==> config.mk <==
export PLATFORM = sky130hd
export DESIGN_NAME = contiguous_frame_allocator_top
export DESIGN_NICKNAME = d
export VERILOG_FILES = /design/src/cfa_pkg.sv /design/src/cfa_datapath.sv /design/src/cfa_controller.sv /design/src/contiguous_frame_allocator_top.sv
export SDC_FILE = /design/constraint.sdc
export NUM_CORES = 2
export LEC_CHECK = 0
export ABC_AREA = 0
export BUFFER_PORTS_ARGS = -buffer_cell sky130_fd_sc_hd__buf_2
export CORE_AREA = 4 4 587 415
export CTS_BUF_LIST = sky130_fd_sc_hd__clkbuf_8 sky130_fd_sc_hd__clkbuf_16
export DETAILED_ROUTE_END_ITERATION = 7
export DIE_AREA = 0 0 591 419
export SKIP_LAST_GASP = 1
export SYNTH_ARGS = -nofsm -noshare
export SYNTH_HDL_FRONTEND = slang
export SYNTH_SLANG_ARGS = --single-unit
==> constraint.sdc <==
create_clock -name clock -period 67.1 [get_ports clock]
set_clock_uncertainty 0.2 [all_clocks]
set_input_delay 6.71 -clock clock [delete_from_list [all_inputs] [get_ports clock]]
set_output_delay 6.71 -clock clock [all_outputs]
set_load 0.02 [all_outputs]
==> src/cfa_pkg.sv <==
// Shared constants, codes and controller/datapath interface types for the frame allocator.
package cfa_pkg;

   // Frame map depth and derived widths
   localparam int MAX_FRAMES  = 1024;
   localparam int INDEX_W     = $clog2(MAX_FRAMES);
   localparam int SIZE_W      = $clog2(MAX_FRAMES + 1);
   localparam int FRAME_W     = 20;
   localparam int COUNT_W     = 11;
   localparam int POOL_W      = 11;
   localparam int OP_W        = 2;
   localparam int STATUS_W    = 3;
   localparam int CSR_INDEX_W = 2;
   localparam int CSR_DATA_W  = 20;
   localparam int CMP_W       = (SIZE_W > COUNT_W) ? SIZE_W : COUNT_W;
   localparam int LIVE_CMP_W  = (SIZE_W > POOL_W) ? SIZE_W : POOL_W;

   // Reset values of the configuration registers
   localparam logic [FRAME_W-1:0] BASE_FRAME_RESET = '0;
   localparam logic [POOL_W-1:0]  POOL_SIZE_RESET  = POOL_W'(1024);

   typedef enum logic [OP_W-1:0] {
      OP_ALLOCATE = 2'd0,
      OP_RELEASE  = 2'd1,
      OP_RESERVE  = 2'd2,
      OP_CLEAR    = 2'd3
   } op_type;

   typedef enum logic [STATUS_W-1:0] {
      STS_OK          = 3'd0,
      STS_NO_SPACE    = 3'd1,
      STS_OUT_OF_POOL = 3'd2,
      STS_NOT_HEAD    = 3'd3,
      STS_BAD_COUNT   = 3'd4
   } status_type;

   typedef enum logic [1:0] {
      FS_FREE = 2'd0,
      FS_USED = 2'd1,
      FS_HEAD = 2'd2
   } fs_type;

   typedef enum logic [CSR_INDEX_W-1:0] {
      CSR_BASE_FRAME = 2'd0,
      CSR_POOL_SIZE  = 2'd1,
      CSR_MAP_INSIDE = 2'd2
   } csr_index_type;

   // Datapath commands, one per cycle
   typedef enum logic [3:0] {
      DP_NONE,
      DP_LOAD,
      DP_SCAN_START,
      DP_REL_START,
      DP_RSV_START,
      DP_SCAN_ALLOC,
      DP_SCAN_REL,
      DP_MARK,
      DP_WIPE,
      DP_CLR_HEAD,
      DP_SET_STATUS,
      DP_RESPOND
   } dp_op_type;

   typedef struct packed {
      dp_op_type  op;
      status_type code;
   } dp_cmd_type;

   // Datapath status back to the controller
   typedef struct packed {
      op_type op;
      logic   count_zero;
      logic   in_pool;
      logic   rsv_fits;
      logic   found;
      logic   exhausted;
      logic   not_head;
      logic   rel_stop;
      logic   mark_last;
      logic   wipe_last;
      logic   out_free;
   } dp_flags_type;

   typedef enum logic [3:0] {
      S_INIT_WIPE,
      S_IDLE,
      S_DECODE,
      S_ALLOC_SCAN,
      S_MARK,
      S_REL_SCAN,
      S_CLR_WIPE,
      S_CLR_HEAD,
      S_FINISH
   } ctl_state_type;

endpackage

==> src/cfa_datapath.sv <==
// Frame map memory, scan pointers, configuration registers and result register.
module cfa_datapath (
   input  logic                                clock,
   input  logic                                reset,
   input  cfa_pkg::dp_cmd_type                 cmd,
   output cfa_pkg::dp_flags_type               flags,
   input  logic [cfa_pkg::OP_W-1:0]            req_operation,
   input  logic [cfa_pkg::FRAME_W-1:0]         req_frame_number,
   input  logic [cfa_pkg::COUNT_W-1:0]         req_count,
   output logic                                rsp_valid,
   input  logic                                rsp_stall,
   output logic [cfa_pkg::FRAME_W-1:0]         rsp_result_frame,
   output logic [cfa_pkg::STATUS_W-1:0]        rsp_status,
   input  logic                                csr_we,
   input  logic [cfa_pkg::CSR_INDEX_W-1:0]     csr_index,
   input  logic [cfa_pkg::CSR_DATA_W-1:0]      csr_data
);

   // Configuration registers
   logic [cfa_pkg::FRAME_W-1:0]  base_ff, base_in;
   logic [cfa_pkg::POOL_W-1:0]   pool_ff, pool_in;
   logic                         map_ff, map_in;

   // Latched item
   cfa_pkg::op_type              op_ff, op_in;
   logic [cfa_pkg::COUNT_W-1:0]  count_ff, count_in;
   logic [cfa_pkg::FRAME_W-1:0]  off_ff, off_in;
   logic                         below_ff, below_in;

   // Scan and mark pointers
   logic [cfa_pkg::SIZE_W-1:0]   idx_ff, idx_in;
   logic [cfa_pkg::INDEX_W-1:0]  pidx_ff, pidx_in;
   logic                         pvalid_ff, pvalid_in;
   logic [cfa_pkg::SIZE_W-1:0]   run_ff, run_in;
   logic [cfa_pkg::INDEX_W-1:0]  start_ff, start_in;
   logic [cfa_pkg::COUNT_W-1:0]  cnt_ff, cnt_in;

   // Pending and delivered result
   logic [cfa_pkg::FRAME_W-1:0]  res_ff, res_in;
   cfa_pkg::status_type          sts_ff, sts_in;
   logic                         rsp_valid_ff, rsp_valid_in;
   logic [cfa_pkg::FRAME_W-1:0]  rsp_res_ff, rsp_res_in;
   cfa_pkg::status_type          rsp_sts_ff, rsp_sts_in;

   // Frame map memory
   cfa_pkg::fs_type              frame_map_mem [cfa_pkg::MAX_FRAMES];
   cfa_pkg::fs_type              rd_state_ff;
   logic                         mem_we;
   logic [cfa_pkg::INDEX_W-1:0]  mem_waddr;
   cfa_pkg::fs_type              mem_wdata;

   logic [cfa_pkg::SIZE_W-1:0]   live_size;
   logic [cfa_pkg::SIZE_W-1:0]   room;
   logic [cfa_pkg::SIZE_W-1:0]   start_wide;
   logic [cfa_pkg::INDEX_W-1:0]  alloc_start;
   logic                         pool_big;
   logic                         issue;
   logic                         found;
   logic                         rel_write;

   // Pool size clamped to the map depth
   assign pool_big  = cfa_pkg::LIVE_CMP_W'(pool_ff) >
                      cfa_pkg::LIVE_CMP_W'(cfa_pkg::MAX_FRAMES);
   assign live_size = pool_big ? cfa_pkg::SIZE_W'(cfa_pkg::MAX_FRAMES)
                               : cfa_pkg::SIZE_W'(pool_ff);

   // Room from the offset to the end of the pool; meaningful only inside the pool
   assign room = live_size - cfa_pkg::SIZE_W'(off_ff);

   // A scan read is issued while the pointer is still inside the pool
   assign issue = idx_ff < live_size;

   // First fit: run of free frames reaches the requested count
   assign found = pvalid_ff && (rd_state_ff == cfa_pkg::FS_FREE) &&
                  (cfa_pkg::CMP_W'(run_ff) + cfa_pkg::CMP_W'(1) ==
                   cfa_pkg::CMP_W'(count_ff));
   assign start_wide  = cfa_pkg::SIZE_W'(pidx_ff) + cfa_pkg::SIZE_W'(1) -
                        cfa_pkg::SIZE_W'(count_ff);
   assign alloc_start = start_wide[cfa_pkg::INDEX_W-1:0];

   // Release frees the head, then each used frame that follows
   assign rel_write = pvalid_ff &&
                      (((pidx_ff == start_ff) && (rd_state_ff == cfa_pkg::FS_HEAD)) ||
                       ((pidx_ff != start_ff) && (rd_state_ff == cfa_pkg::FS_USED)));

   // Status to the controller
   always_comb begin
      flags.op         = op_ff;
      flags.count_zero = (count_ff == '0);
      flags.in_pool    = !below_ff && (cfa_pkg::FRAME_W'(live_size) > off_ff);
      flags.rsv_fits   = cfa_pkg::CMP_W'(count_ff) <= cfa_pkg::CMP_W'(room);
      flags.found      = found;
      flags.exhausted  = !pvalid_ff && !issue;
      flags.not_head   = pvalid_ff && (pidx_ff == start_ff) &&
                         (rd_state_ff != cfa_pkg::FS_HEAD);
      flags.rel_stop   = pvalid_ff && (pidx_ff != start_ff) &&
                         (rd_state_ff != cfa_pkg::FS_USED);
      flags.mark_last  = (cnt_ff == cfa_pkg::COUNT_W'(1));
      flags.wipe_last  = (idx_ff[cfa_pkg::INDEX_W-1:0] ==
                          cfa_pkg::INDEX_W'(cfa_pkg::MAX_FRAMES - 1));
      flags.out_free   = !rsp_valid_ff || !rsp_stall;
   end

   // Next-state logic for all datapath registers
   always_comb begin
      base_in      = base_ff;
      pool_in      = pool_ff;
      map_in       = map_ff;
      op_in        = op_ff;
      count_in     = count_ff;
      off_in       = off_ff;
      below_in     = below_ff;
      idx_in       = idx_ff;
      pidx_in      = pidx_ff;
      pvalid_in    = pvalid_ff;
      run_in       = run_ff;
      start_in     = start_ff;
      cnt_in       = cnt_ff;
      res_in       = res_ff;
      sts_in       = sts_ff;
      rsp_valid_in = rsp_valid_ff;
      rsp_res_in   = rsp_res_ff;
      rsp_sts_in   = rsp_sts_ff;
      mem_we       = 1'b0;
      mem_waddr    = idx_ff[cfa_pkg::INDEX_W-1:0];
      mem_wdata    = cfa_pkg::FS_FREE;

      // delivered word leaves the output register
      if (rsp_valid_ff && !rsp_stall) begin
         rsp_valid_in = 1'b0;
      end

      // configuration writes
      if (csr_we) begin
         case (cfa_pkg::csr_index_type'(csr_index))
            cfa_pkg::CSR_BASE_FRAME: base_in = csr_data[cfa_pkg::FRAME_W-1:0];
            cfa_pkg::CSR_POOL_SIZE:  pool_in = csr_data[cfa_pkg::POOL_W-1:0];
            cfa_pkg::CSR_MAP_INSIDE: map_in  = csr_data[0];
            default: ;
         endcase
      end

      case (cmd.op)
         cfa_pkg::DP_LOAD: begin
            op_in    = cfa_pkg::op_type'(req_operation);
            count_in = req_count;
            off_in   = req_frame_number - base_ff;
            below_in = req_frame_number < base_ff;
            res_in   = '0;
            sts_in   = cfa_pkg::STS_OK;
         end
         cfa_pkg::DP_SCAN_START: begin
            idx_in    = '0;
            run_in    = '0;
            pvalid_in = 1'b0;
         end
         cfa_pkg::DP_REL_START: begin
            idx_in    = cfa_pkg::SIZE_W'(off_ff);
            start_in  = cfa_pkg::INDEX_W'(off_ff);
            pvalid_in = 1'b0;
         end
         cfa_pkg::DP_RSV_START: begin
            idx_in   = cfa_pkg::SIZE_W'(off_ff);
            start_in = cfa_pkg::INDEX_W'(off_ff);
            cnt_in   = count_ff;
         end
         cfa_pkg::DP_SCAN_ALLOC: begin
            pvalid_in = issue;
            if (issue) begin
               pidx_in = idx_ff[cfa_pkg::INDEX_W-1:0];
               idx_in  = idx_ff + cfa_pkg::SIZE_W'(1);
            end
            if (pvalid_ff) begin
               run_in = (rd_state_ff == cfa_pkg::FS_FREE) ?
                        run_ff + cfa_pkg::SIZE_W'(1) : '0;
            end
            // run found: set up the mark pass
            if (found) begin
               start_in = alloc_start;
               idx_in   = cfa_pkg::SIZE_W'(alloc_start);
               cnt_in   = count_ff;
               res_in   = base_ff + cfa_pkg::FRAME_W'(alloc_start);
            end
         end
         cfa_pkg::DP_SCAN_REL: begin
            pvalid_in = issue;
            if (issue) begin
               pidx_in = idx_ff[cfa_pkg::INDEX_W-1:0];
               idx_in  = idx_ff + cfa_pkg::SIZE_W'(1);
            end
            if (rel_write) begin
               mem_we    = 1'b1;
               mem_waddr = pidx_ff;
               mem_wdata = cfa_pkg::FS_FREE;
            end
         end
         cfa_pkg::DP_MARK: begin
            mem_we    = 1'b1;
            mem_wdata = (idx_ff[cfa_pkg::INDEX_W-1:0] == start_ff) ?
                        cfa_pkg::FS_HEAD : cfa_pkg::FS_USED;
            idx_in    = idx_ff + cfa_pkg::SIZE_W'(1);
            cnt_in    = cnt_ff - cfa_pkg::COUNT_W'(1);
         end
         cfa_pkg::DP_WIPE: begin
            mem_we    = 1'b1;
            mem_wdata = cfa_pkg::FS_FREE;
            idx_in    = idx_ff + cfa_pkg::SIZE_W'(1);
         end
         cfa_pkg::DP_CLR_HEAD: begin
            if (map_ff && (live_size != '0)) begin
               mem_we    = 1'b1;
               mem_waddr = '0;
               mem_wdata = cfa_pkg::FS_HEAD;
            end
         end
         cfa_pkg::DP_SET_STATUS: begin
            sts_in = cmd.code;
         end
         cfa_pkg::DP_RESPOND: begin
            rsp_valid_in = 1'b1;
            rsp_res_in   = res_ff;
            rsp_sts_in   = sts_ff;
         end
         default: ;
      endcase
   end

   // Control and configuration registers
   always_ff @(posedge clock) begin
      if (reset) begin
         base_ff      <= cfa_pkg::BASE_FRAME_RESET;
         pool_ff      <= cfa_pkg::POOL_SIZE_RESET;
         map_ff       <= 1'b0;
         idx_ff       <= '0;
         pvalid_ff    <= 1'b0;
         rsp_valid_ff <= 1'b0;
      end else begin
         base_ff      <= base_in;
         pool_ff      <= pool_in;
         map_ff       <= map_in;
         idx_ff       <= idx_in;
         pvalid_ff    <= pvalid_in;
         rsp_valid_ff <= rsp_valid_in;
      end
   end

   // Payload registers
   always_ff @(posedge clock) begin
      op_ff      <= op_in;
      count_ff   <= count_in;
      off_ff     <= off_in;
      below_ff   <= below_in;
      pidx_ff    <= pidx_in;
      run_ff     <= run_in;
      start_ff   <= start_in;
      cnt_ff     <= cnt_in;
      res_ff     <= res_in;
      sts_ff     <= sts_in;
      rsp_res_ff <= rsp_res_in;
      rsp_sts_ff <= rsp_sts_in;
   end

   // Frame map: one write port, one registered read port at the scan pointer
   always_ff @(posedge clock) begin
      if (mem_we) begin
         frame_map_mem[mem_waddr] <= mem_wdata;
      end
      rd_state_ff <= frame_map_mem[idx_ff[cfa_pkg::INDEX_W-1:0]];
   end

   assign rsp_valid        = rsp_valid_ff;
   assign rsp_result_frame = rsp_res_ff;
   assign rsp_status       = rsp_sts_ff;

endmodule

==> src/cfa_controller.sv <==
// Sequencer for the frame allocator: drives datapath commands from its status flags.
module cfa_controller (
   input  logic                   clock,
   input  logic                   reset,
   input  logic                   req_valid,
   output logic                   req_stall,
   output cfa_pkg::dp_cmd_type    cmd,
   input  cfa_pkg::dp_flags_type  flags
);

   cfa_pkg::ctl_state_type state_ff, state_in;

   // State register; reset starts the map wipe
   always_ff @(posedge clock) begin
      if (reset) begin
         state_ff <= cfa_pkg::S_INIT_WIPE;
      end else begin
         state_ff <= state_in;
      end
   end

   // Next state and commands
   always_comb begin
      state_in = state_ff;
      cmd.op   = cfa_pkg::DP_NONE;
      cmd.code = cfa_pkg::STS_OK;

      case (state_ff)
         cfa_pkg::S_INIT_WIPE: begin
            cmd.op = cfa_pkg::DP_WIPE;
            if (flags.wipe_last) begin
               state_in = cfa_pkg::S_IDLE;
            end
         end
         cfa_pkg::S_IDLE: begin
            if (req_valid) begin
               cmd.op   = cfa_pkg::DP_LOAD;
               state_in = cfa_pkg::S_DECODE;
            end
         end
         cfa_pkg::S_DECODE: begin
            case (flags.op)
               cfa_pkg::OP_ALLOCATE: begin
                  if (flags.count_zero) begin
                     cmd.op   = cfa_pkg::DP_SET_STATUS;
                     cmd.code = cfa_pkg::STS_BAD_COUNT;
                     state_in = cfa_pkg::S_FINISH;
                  end else begin
                     cmd.op   = cfa_pkg::DP_SCAN_START;
                     state_in = cfa_pkg::S_ALLOC_SCAN;
                  end
               end
               cfa_pkg::OP_RELEASE: begin
                  if (!flags.in_pool) begin
                     cmd.op   = cfa_pkg::DP_SET_STATUS;
                     cmd.code = cfa_pkg::STS_OUT_OF_POOL;
                     state_in = cfa_pkg::S_FINISH;
                  end else begin
                     cmd.op   = cfa_pkg::DP_REL_START;
                     state_in = cfa_pkg::S_REL_SCAN;
                  end
               end
               cfa_pkg::OP_RESERVE: begin
                  if (flags.count_zero) begin
                     cmd.op   = cfa_pkg::DP_SET_STATUS;
                     cmd.code = cfa_pkg::STS_BAD_COUNT;
                     state_in = cfa_pkg::S_FINISH;
                  end else if (!flags.in_pool || !flags.rsv_fits) begin
                     cmd.op   = cfa_pkg::DP_SET_STATUS;
                     cmd.code = cfa_pkg::STS_OUT_OF_POOL;
                     state_in = cfa_pkg::S_FINISH;
                  end else begin
                     cmd.op   = cfa_pkg::DP_RSV_START;
                     state_in = cfa_pkg::S_MARK;
                  end
               end
               default: begin
                  cmd.op   = cfa_pkg::DP_SCAN_START;
                  state_in = cfa_pkg::S_CLR_WIPE;
               end
            endcase
         end
         cfa_pkg::S_ALLOC_SCAN: begin
            if (flags.exhausted) begin
               cmd.op   = cfa_pkg::DP_SET_STATUS;
               cmd.code = cfa_pkg::STS_NO_SPACE;
               state_in = cfa_pkg::S_FINISH;
            end else begin
               cmd.op = cfa_pkg::DP_SCAN_ALLOC;
               if (flags.found) begin
                  state_in = cfa_pkg::S_MARK;
               end
            end
         end
         cfa_pkg::S_MARK: begin
            cmd.op = cfa_pkg::DP_MARK;
            if (flags.mark_last) begin
               state_in = cfa_pkg::S_FINISH;
            end
         end
         cfa_pkg::S_REL_SCAN: begin
            if (flags.exhausted) begin
               state_in = cfa_pkg::S_FINISH;
            end else if (flags.not_head) begin
               cmd.op   = cfa_pkg::DP_SET_STATUS;
               cmd.code = cfa_pkg::STS_NOT_HEAD;
               state_in = cfa_pkg::S_FINISH;
            end else begin
               cmd.op = cfa_pkg::DP_SCAN_REL;
               if (flags.rel_stop) begin
                  state_in = cfa_pkg::S_FINISH;
               end
            end
         end
         cfa_pkg::S_CLR_WIPE: begin
            cmd.op = cfa_pkg::DP_WIPE;
            if (flags.wipe_last) begin
               state_in = cfa_pkg::S_CLR_HEAD;
            end
         end
         cfa_pkg::S_CLR_HEAD: begin
            cmd.op   = cfa_pkg::DP_CLR_HEAD;
            state_in = cfa_pkg::S_FINISH;
         end
         cfa_pkg::S_FINISH: begin
            if (flags.out_free) begin
               cmd.op   = cfa_pkg::DP_RESPOND;
               state_in = cfa_pkg::S_IDLE;
            end
         end
         default: begin
            state_in = cfa_pkg::S_IDLE;
         end
      endcase
   end

   // New words are taken only between operations
   assign req_stall = (state_ff != cfa_pkg::S_IDLE);

endmodule

==> src/contiguous_frame_allocator_top.sv <==
// First-fit contiguous frame allocator, top level.
// Keeps a 2-bit state (free, used, head) per frame of one pool in a frame map memory
// of MAX_FRAMES (1024) entries with one write port and one registered read port, and
// serves one operation at a time.
// After reset the map is wiped one entry per cycle, with req_stall high until the
// wipe ends; configuration writes are taken at any time. Each operation then
// decodes and works through the map one entry per cycle: allocate scans from
// frame 0 until the first fitting run ends and then marks count entries; release
// walks the run from its head; reserve marks count entries; clear wipes all 1024
// entries. The result word is held in an output register, so a stalled result
// only holds up the next operation's final cycle, not its work.
module contiguous_frame_allocator_top (
   input  logic                             clock,
   input  logic                             reset,
   input  logic                             req_valid,
   output logic                             req_stall,
   input  logic [cfa_pkg::OP_W-1:0]         req_operation,
   input  logic [cfa_pkg::FRAME_W-1:0]      req_frame_number,
   input  logic [cfa_pkg::COUNT_W-1:0]      req_count,
   output logic                             rsp_valid,
   input  logic                             rsp_stall,
   output logic [cfa_pkg::FRAME_W-1:0]      rsp_result_frame,
   output logic [cfa_pkg::STATUS_W-1:0]     rsp_status,
   input  logic                             csr_valid,
   output logic                             csr_ready,
   input  logic [cfa_pkg::CSR_INDEX_W-1:0]  csr_index,
   input  logic [cfa_pkg::CSR_DATA_W-1:0]   csr_data
);

   cfa_pkg::dp_cmd_type    cmd;
   cfa_pkg::dp_flags_type  flags;

   // Registers are always writable
   assign csr_ready = 1'b1;

   cfa_controller u_controller (
      .clock     (clock),
      .reset     (reset),
      .req_valid (req_valid),
      .req_stall (req_stall),
      .cmd       (cmd),
      .flags     (flags)
   );

   cfa_datapath u_datapath (
      .clock            (clock),
      .reset            (reset),
      .cmd              (cmd),
      .flags            (flags),
      .req_operation    (req_operation),
      .req_frame_number (req_frame_number),
      .req_count        (req_count),
      .rsp_valid        (rsp_valid),
      .rsp_stall        (rsp_stall),
      .rsp_result_frame (rsp_result_frame),
      .rsp_status       (rsp_status),
      .csr_we           (csr_valid && csr_ready),
      .csr_index        (csr_index),
      .csr_data         (csr_data)
   );

endmodule

==> results.yml <==
grt:
  met2_usage: 0.310
  grtUsageMet3: 0.0639
  grtUsageMet1: 0.334
  grt_max_degree: 274
  grt_first_pass_wirelength_mm: 393
  antenna_found_initial: 21
  busiest_layer: "met1"
  grt_pass1_vias: 53400
  grt_usage: 0.219
  grt_overflow_total: 0
placed_design:
  dp_hpwl_mm: 160
  port_buffers: 84
  place_area_sq_um: 98500
  pre_cts_ws_ns: 57.37
  globalplace.congestion: 0.875
synth:
  ys_async_sr_fraction: 0
  postSynthCellCount: 5907
  synthXorXnorAreaFrac: 0.00959
  synth_top_area_share: 0.688
  synth-simple-area-share: 0.0762
  yosysWarnings: 0
  synth_compound_area_frac: 0.0441
  synth_top_family_by_area: "multiplexers"
  muxShareOfSynthArea: 0.135
  ys_seq_elements: 2221
  ys_types: 97
  yosys.area.top_type: "edfxtp_1"
  synth_seq_area_share: 0.699
  synth-edff-count: 2170
  synth_nets: 6055
  yosys-top-cells-area: "edfxtp_1 (69%), mux4_2 (12%), nor2_1 (4.7%)"
  synth_fa_ha_area_frac: 0.0119
  netlist_area_sq_um: 94700
  ys.flop_type: "edfxtp_1"
  syn_avg_cell_area_sq_um: 16.0
floorplanning:
  die_h_microns: 419
  start_util: 0.398
  num_rows: 150
  die-area_sq_um: 248000
  die_w_microns: 591
  io_pins: 86
  fp.coreArea_sq_um: 238000
layout:
  post-route-util: 0.442
  fin_nets: 6052
  layout-drive-gt1-share: 0.183
  layout_common_cells: "edfxtp_1 (2,170), nor2_1 (1,170), mux4_2 (489)"
  final_common_cell: "edfxtp_1"
  final_area_sq_um: 105000
  area_growth_pct: 10.9
sta:
  fin_ws_ns: 58.13
  max_freq_mhz: 111
  final_max_slew_viol_count: 0
  setup_viol_count_final: 0
  fin_crit_sh: 0.134
  setup_tns_ns: 0
  worstMarginPinSlew_ns: 1.29
  period_minus_slack_ns: 8.97
  rsz0062_at_grt: "no"
  hold_violations: 0
  max_slew_margin: 0.131
clock_tree:
  clk_pin_slew_ns: 0.07
  cts_root_buffer: "clkbuf_16"
  htreeDepth: 4
  post_cts_resized: 0
  clock_latency_ns: 0.85
  ctsHoldBuffers: 0
  cts_inserted_buffers: 205
  tritoncts: "done"
  clock-sinks: 2221
  cts_buffer_depth: 4
  post-cts-setup-buffer-count: 0
critical_path:
  regToRegStartpoint: "u_datapath.pool_ff[10]$_SDFFE_PP1P_"
  cp-start-kind: "register"
  reg2reg_slack_ns: 60.50
  crit_fanout: 11
  cp-startpoint: "u_controller.state_ff[0]$_SDFFE_PP0P_"
  cp.required_ns: 60.19
  path_class: "register to output pin"
  r2r_cells: 22
  r2r-end: "u_datapath.idx_ff[0]$_SDFFE_PP0P_"
  crit_arrival_ns: 2.06
  crit_end: "req_stall"
  end_kind: "output pin"
pwr:
  power.density_nw_per_um2: 32.3
  cellLeakagePower_uw: 0.0301
  vdd.ir_drop.worst_uv: 22.5
detailed_routing:
  post_drt_wl_per_cell_microns: 29.8
  firstDrtPassIters: 5
  ant_nets: 0
  routed_wirelength_mm: 276
  viasPerCell: 5.96
  vias: 55200
  drc: 0
  first_iter_violations: 8283
run:
  drv_cap: 0
worst_hold_path:
  min-delay-path-class: "register to register"
status:
  status: "finished clean"
[cell families after synthesis]
kind of cell | Yosys count
other | 1
multiplexers | 665
adder cells (fa/ha/maj) | 88
XOR/XNOR | 99
buffers and inverters | 517
AO/OA/AOI/OAI | 592
flip-flops | 2221
AND/OR/NAND/NOR | 1724
[metal layers]
layer	vias up	routed length (microns)
met1	28800	117000
met2	3145	118000
li1	22900	-
met3	405	34900
met4	2	5660
met5	-	13
[worst max-delay path, stage by stage (launching register included)]
cell,delay (ns)
dfxtp_1,0.51
nor2b_1,0.39
nand2_1,0.13
buf_2,0.18
[flip-flops by register name, summed over array words and instances, names as in the netlist]
name / count
u_controller.state_ff: 4
u_datapath.base_ff: 20
u_datapath.below_ff: 1
u_datapath.cnt_ff: 11
u_datapath.count_ff: 11
u_datapath.frame_map_mem: 2048
u_datapath.idx_ff: 11
u_datapath.map_ff: 1
u_datapath.off_ff: 20
u_datapath.op_ff: 2
u_datapath.pidx_ff: 10
u_datapath.pool_ff: 11
u_datapath.pvalid_ff: 1
u_datapath.rd_state_ff: 2
u_datapath.res_ff: 20
u_datapath.rsp_result_frame: 20
u_datapath.rsp_status: 3
u_datapath.rsp_valid: 1
u_datapath.run_ff: 11
u_datapath.start_ff: 10
u_datapath.sts_ff: 3
[synth_stat cells (12+ instances only)]
library cell / n
or3_1: 15
o211ai_1: 12
mux2i_1: 164
a21oi_1: 120
dfxtp_1: 51
nor3_1: 38
nand2b_1: 21
mux4_2: 489
o21ai_0: 105
a22oi_1: 78
and2_1: 20
ha_1: 84
buf_4: 48
nor3b_1: 12
a21boi_0: 12
nor2b_1: 21
clkbuf_1: 223
o21bai_1: 12
a22o_1: 14
buf_2: 110
a21o_1: 16
a31oi_1: 21
mux2_2: 12
nand4_1: 19
a211oi_1: 18
nor2_1: 1175
buf_1: 43
nand3_1: 45
nor4_1: 26
xnor2_1: 62
xor2_1: 34
nand2_1: 262
a221oi_1: 51
o21a_1: 12
edfxtp_1: 2170
inv_1: 82
a221o_1: 12
[worst min-delay path by stage]
stage / from / to / slack, ns / cells past startpoint
after floorplan: u_datapath.res_ff[0]$_SDFFCE_PN0P_ / u_datapath.rsp_result_frame[0]$_DFFE_PP_ / 0.20 / 0
after global placement: u_datapath.sts_ff[2]$_SDFFCE_PN0P_ / u_datapath.rsp_status[2]$_DFFE_PP_ / 0.25 / 0
after detailed placement: u_datapath.res_ff[11]$_SDFFCE_PN0P_ / u_datapath.rsp_result_frame[11]$_DFFE_PP_ / 0.23 / 0
after CTS: u_datapath.sts_ff[2]$_SDFFCE_PN0P_ / u_datapath.rsp_status[2]$_DFFE_PP_ / 0.25 / 0
after global routing: u_datapath.res_ff[11]$_SDFFCE_PN0P_ / u_datapath.rsp_result_frame[11]$_DFFE_PP_ / 0.25 / 0
final: u_datapath.res_ff[11]$_SDFFCE_PN0P_ / u_datapath.rsp_result_frame[11]$_DFFE_PP_ / 0.25 / 0
[per-stage QoR]
step	cells	hold WS, ns	power (uW)
final	9251	0.245	3400
after global routing	9250	0.250	3510
after CTS	9250	0.246	3410
after detailed placement	8889	0.231	2250
after global placement	8889	0.245	2240
after floorplan	5907	0.200	2110
[power breakdown]
part | leakage (uW) | switching (uW) | internal [uW]
Clock | 0.00331 | 521 | 656
Sequential | 0.0181 | 27.5 | 1580
Combinational | 0.00869 | 388 | 227
Total | 0.0301 | 936 | 2460
[layout make-up]
| cell class | instances | area [sq um] |
|---|---|---|
| Antenna cell | 1 | 2.50 |
| Clock buffer | 208 | 5190 |
| Clock inverter | 153 | 1360 |
| Fill cell | 20700 | 133000 |
| Inverter | 85 | 324 |
| Multi-Input combinational cell | 3169 | 26400 |
| Sequential cell | 2221 | 66200 |
| Tap cell | 3192 | 3990 |
| Timing Repair Buffer | 222 | 1540 |
(Power assumes the default switching activity.)
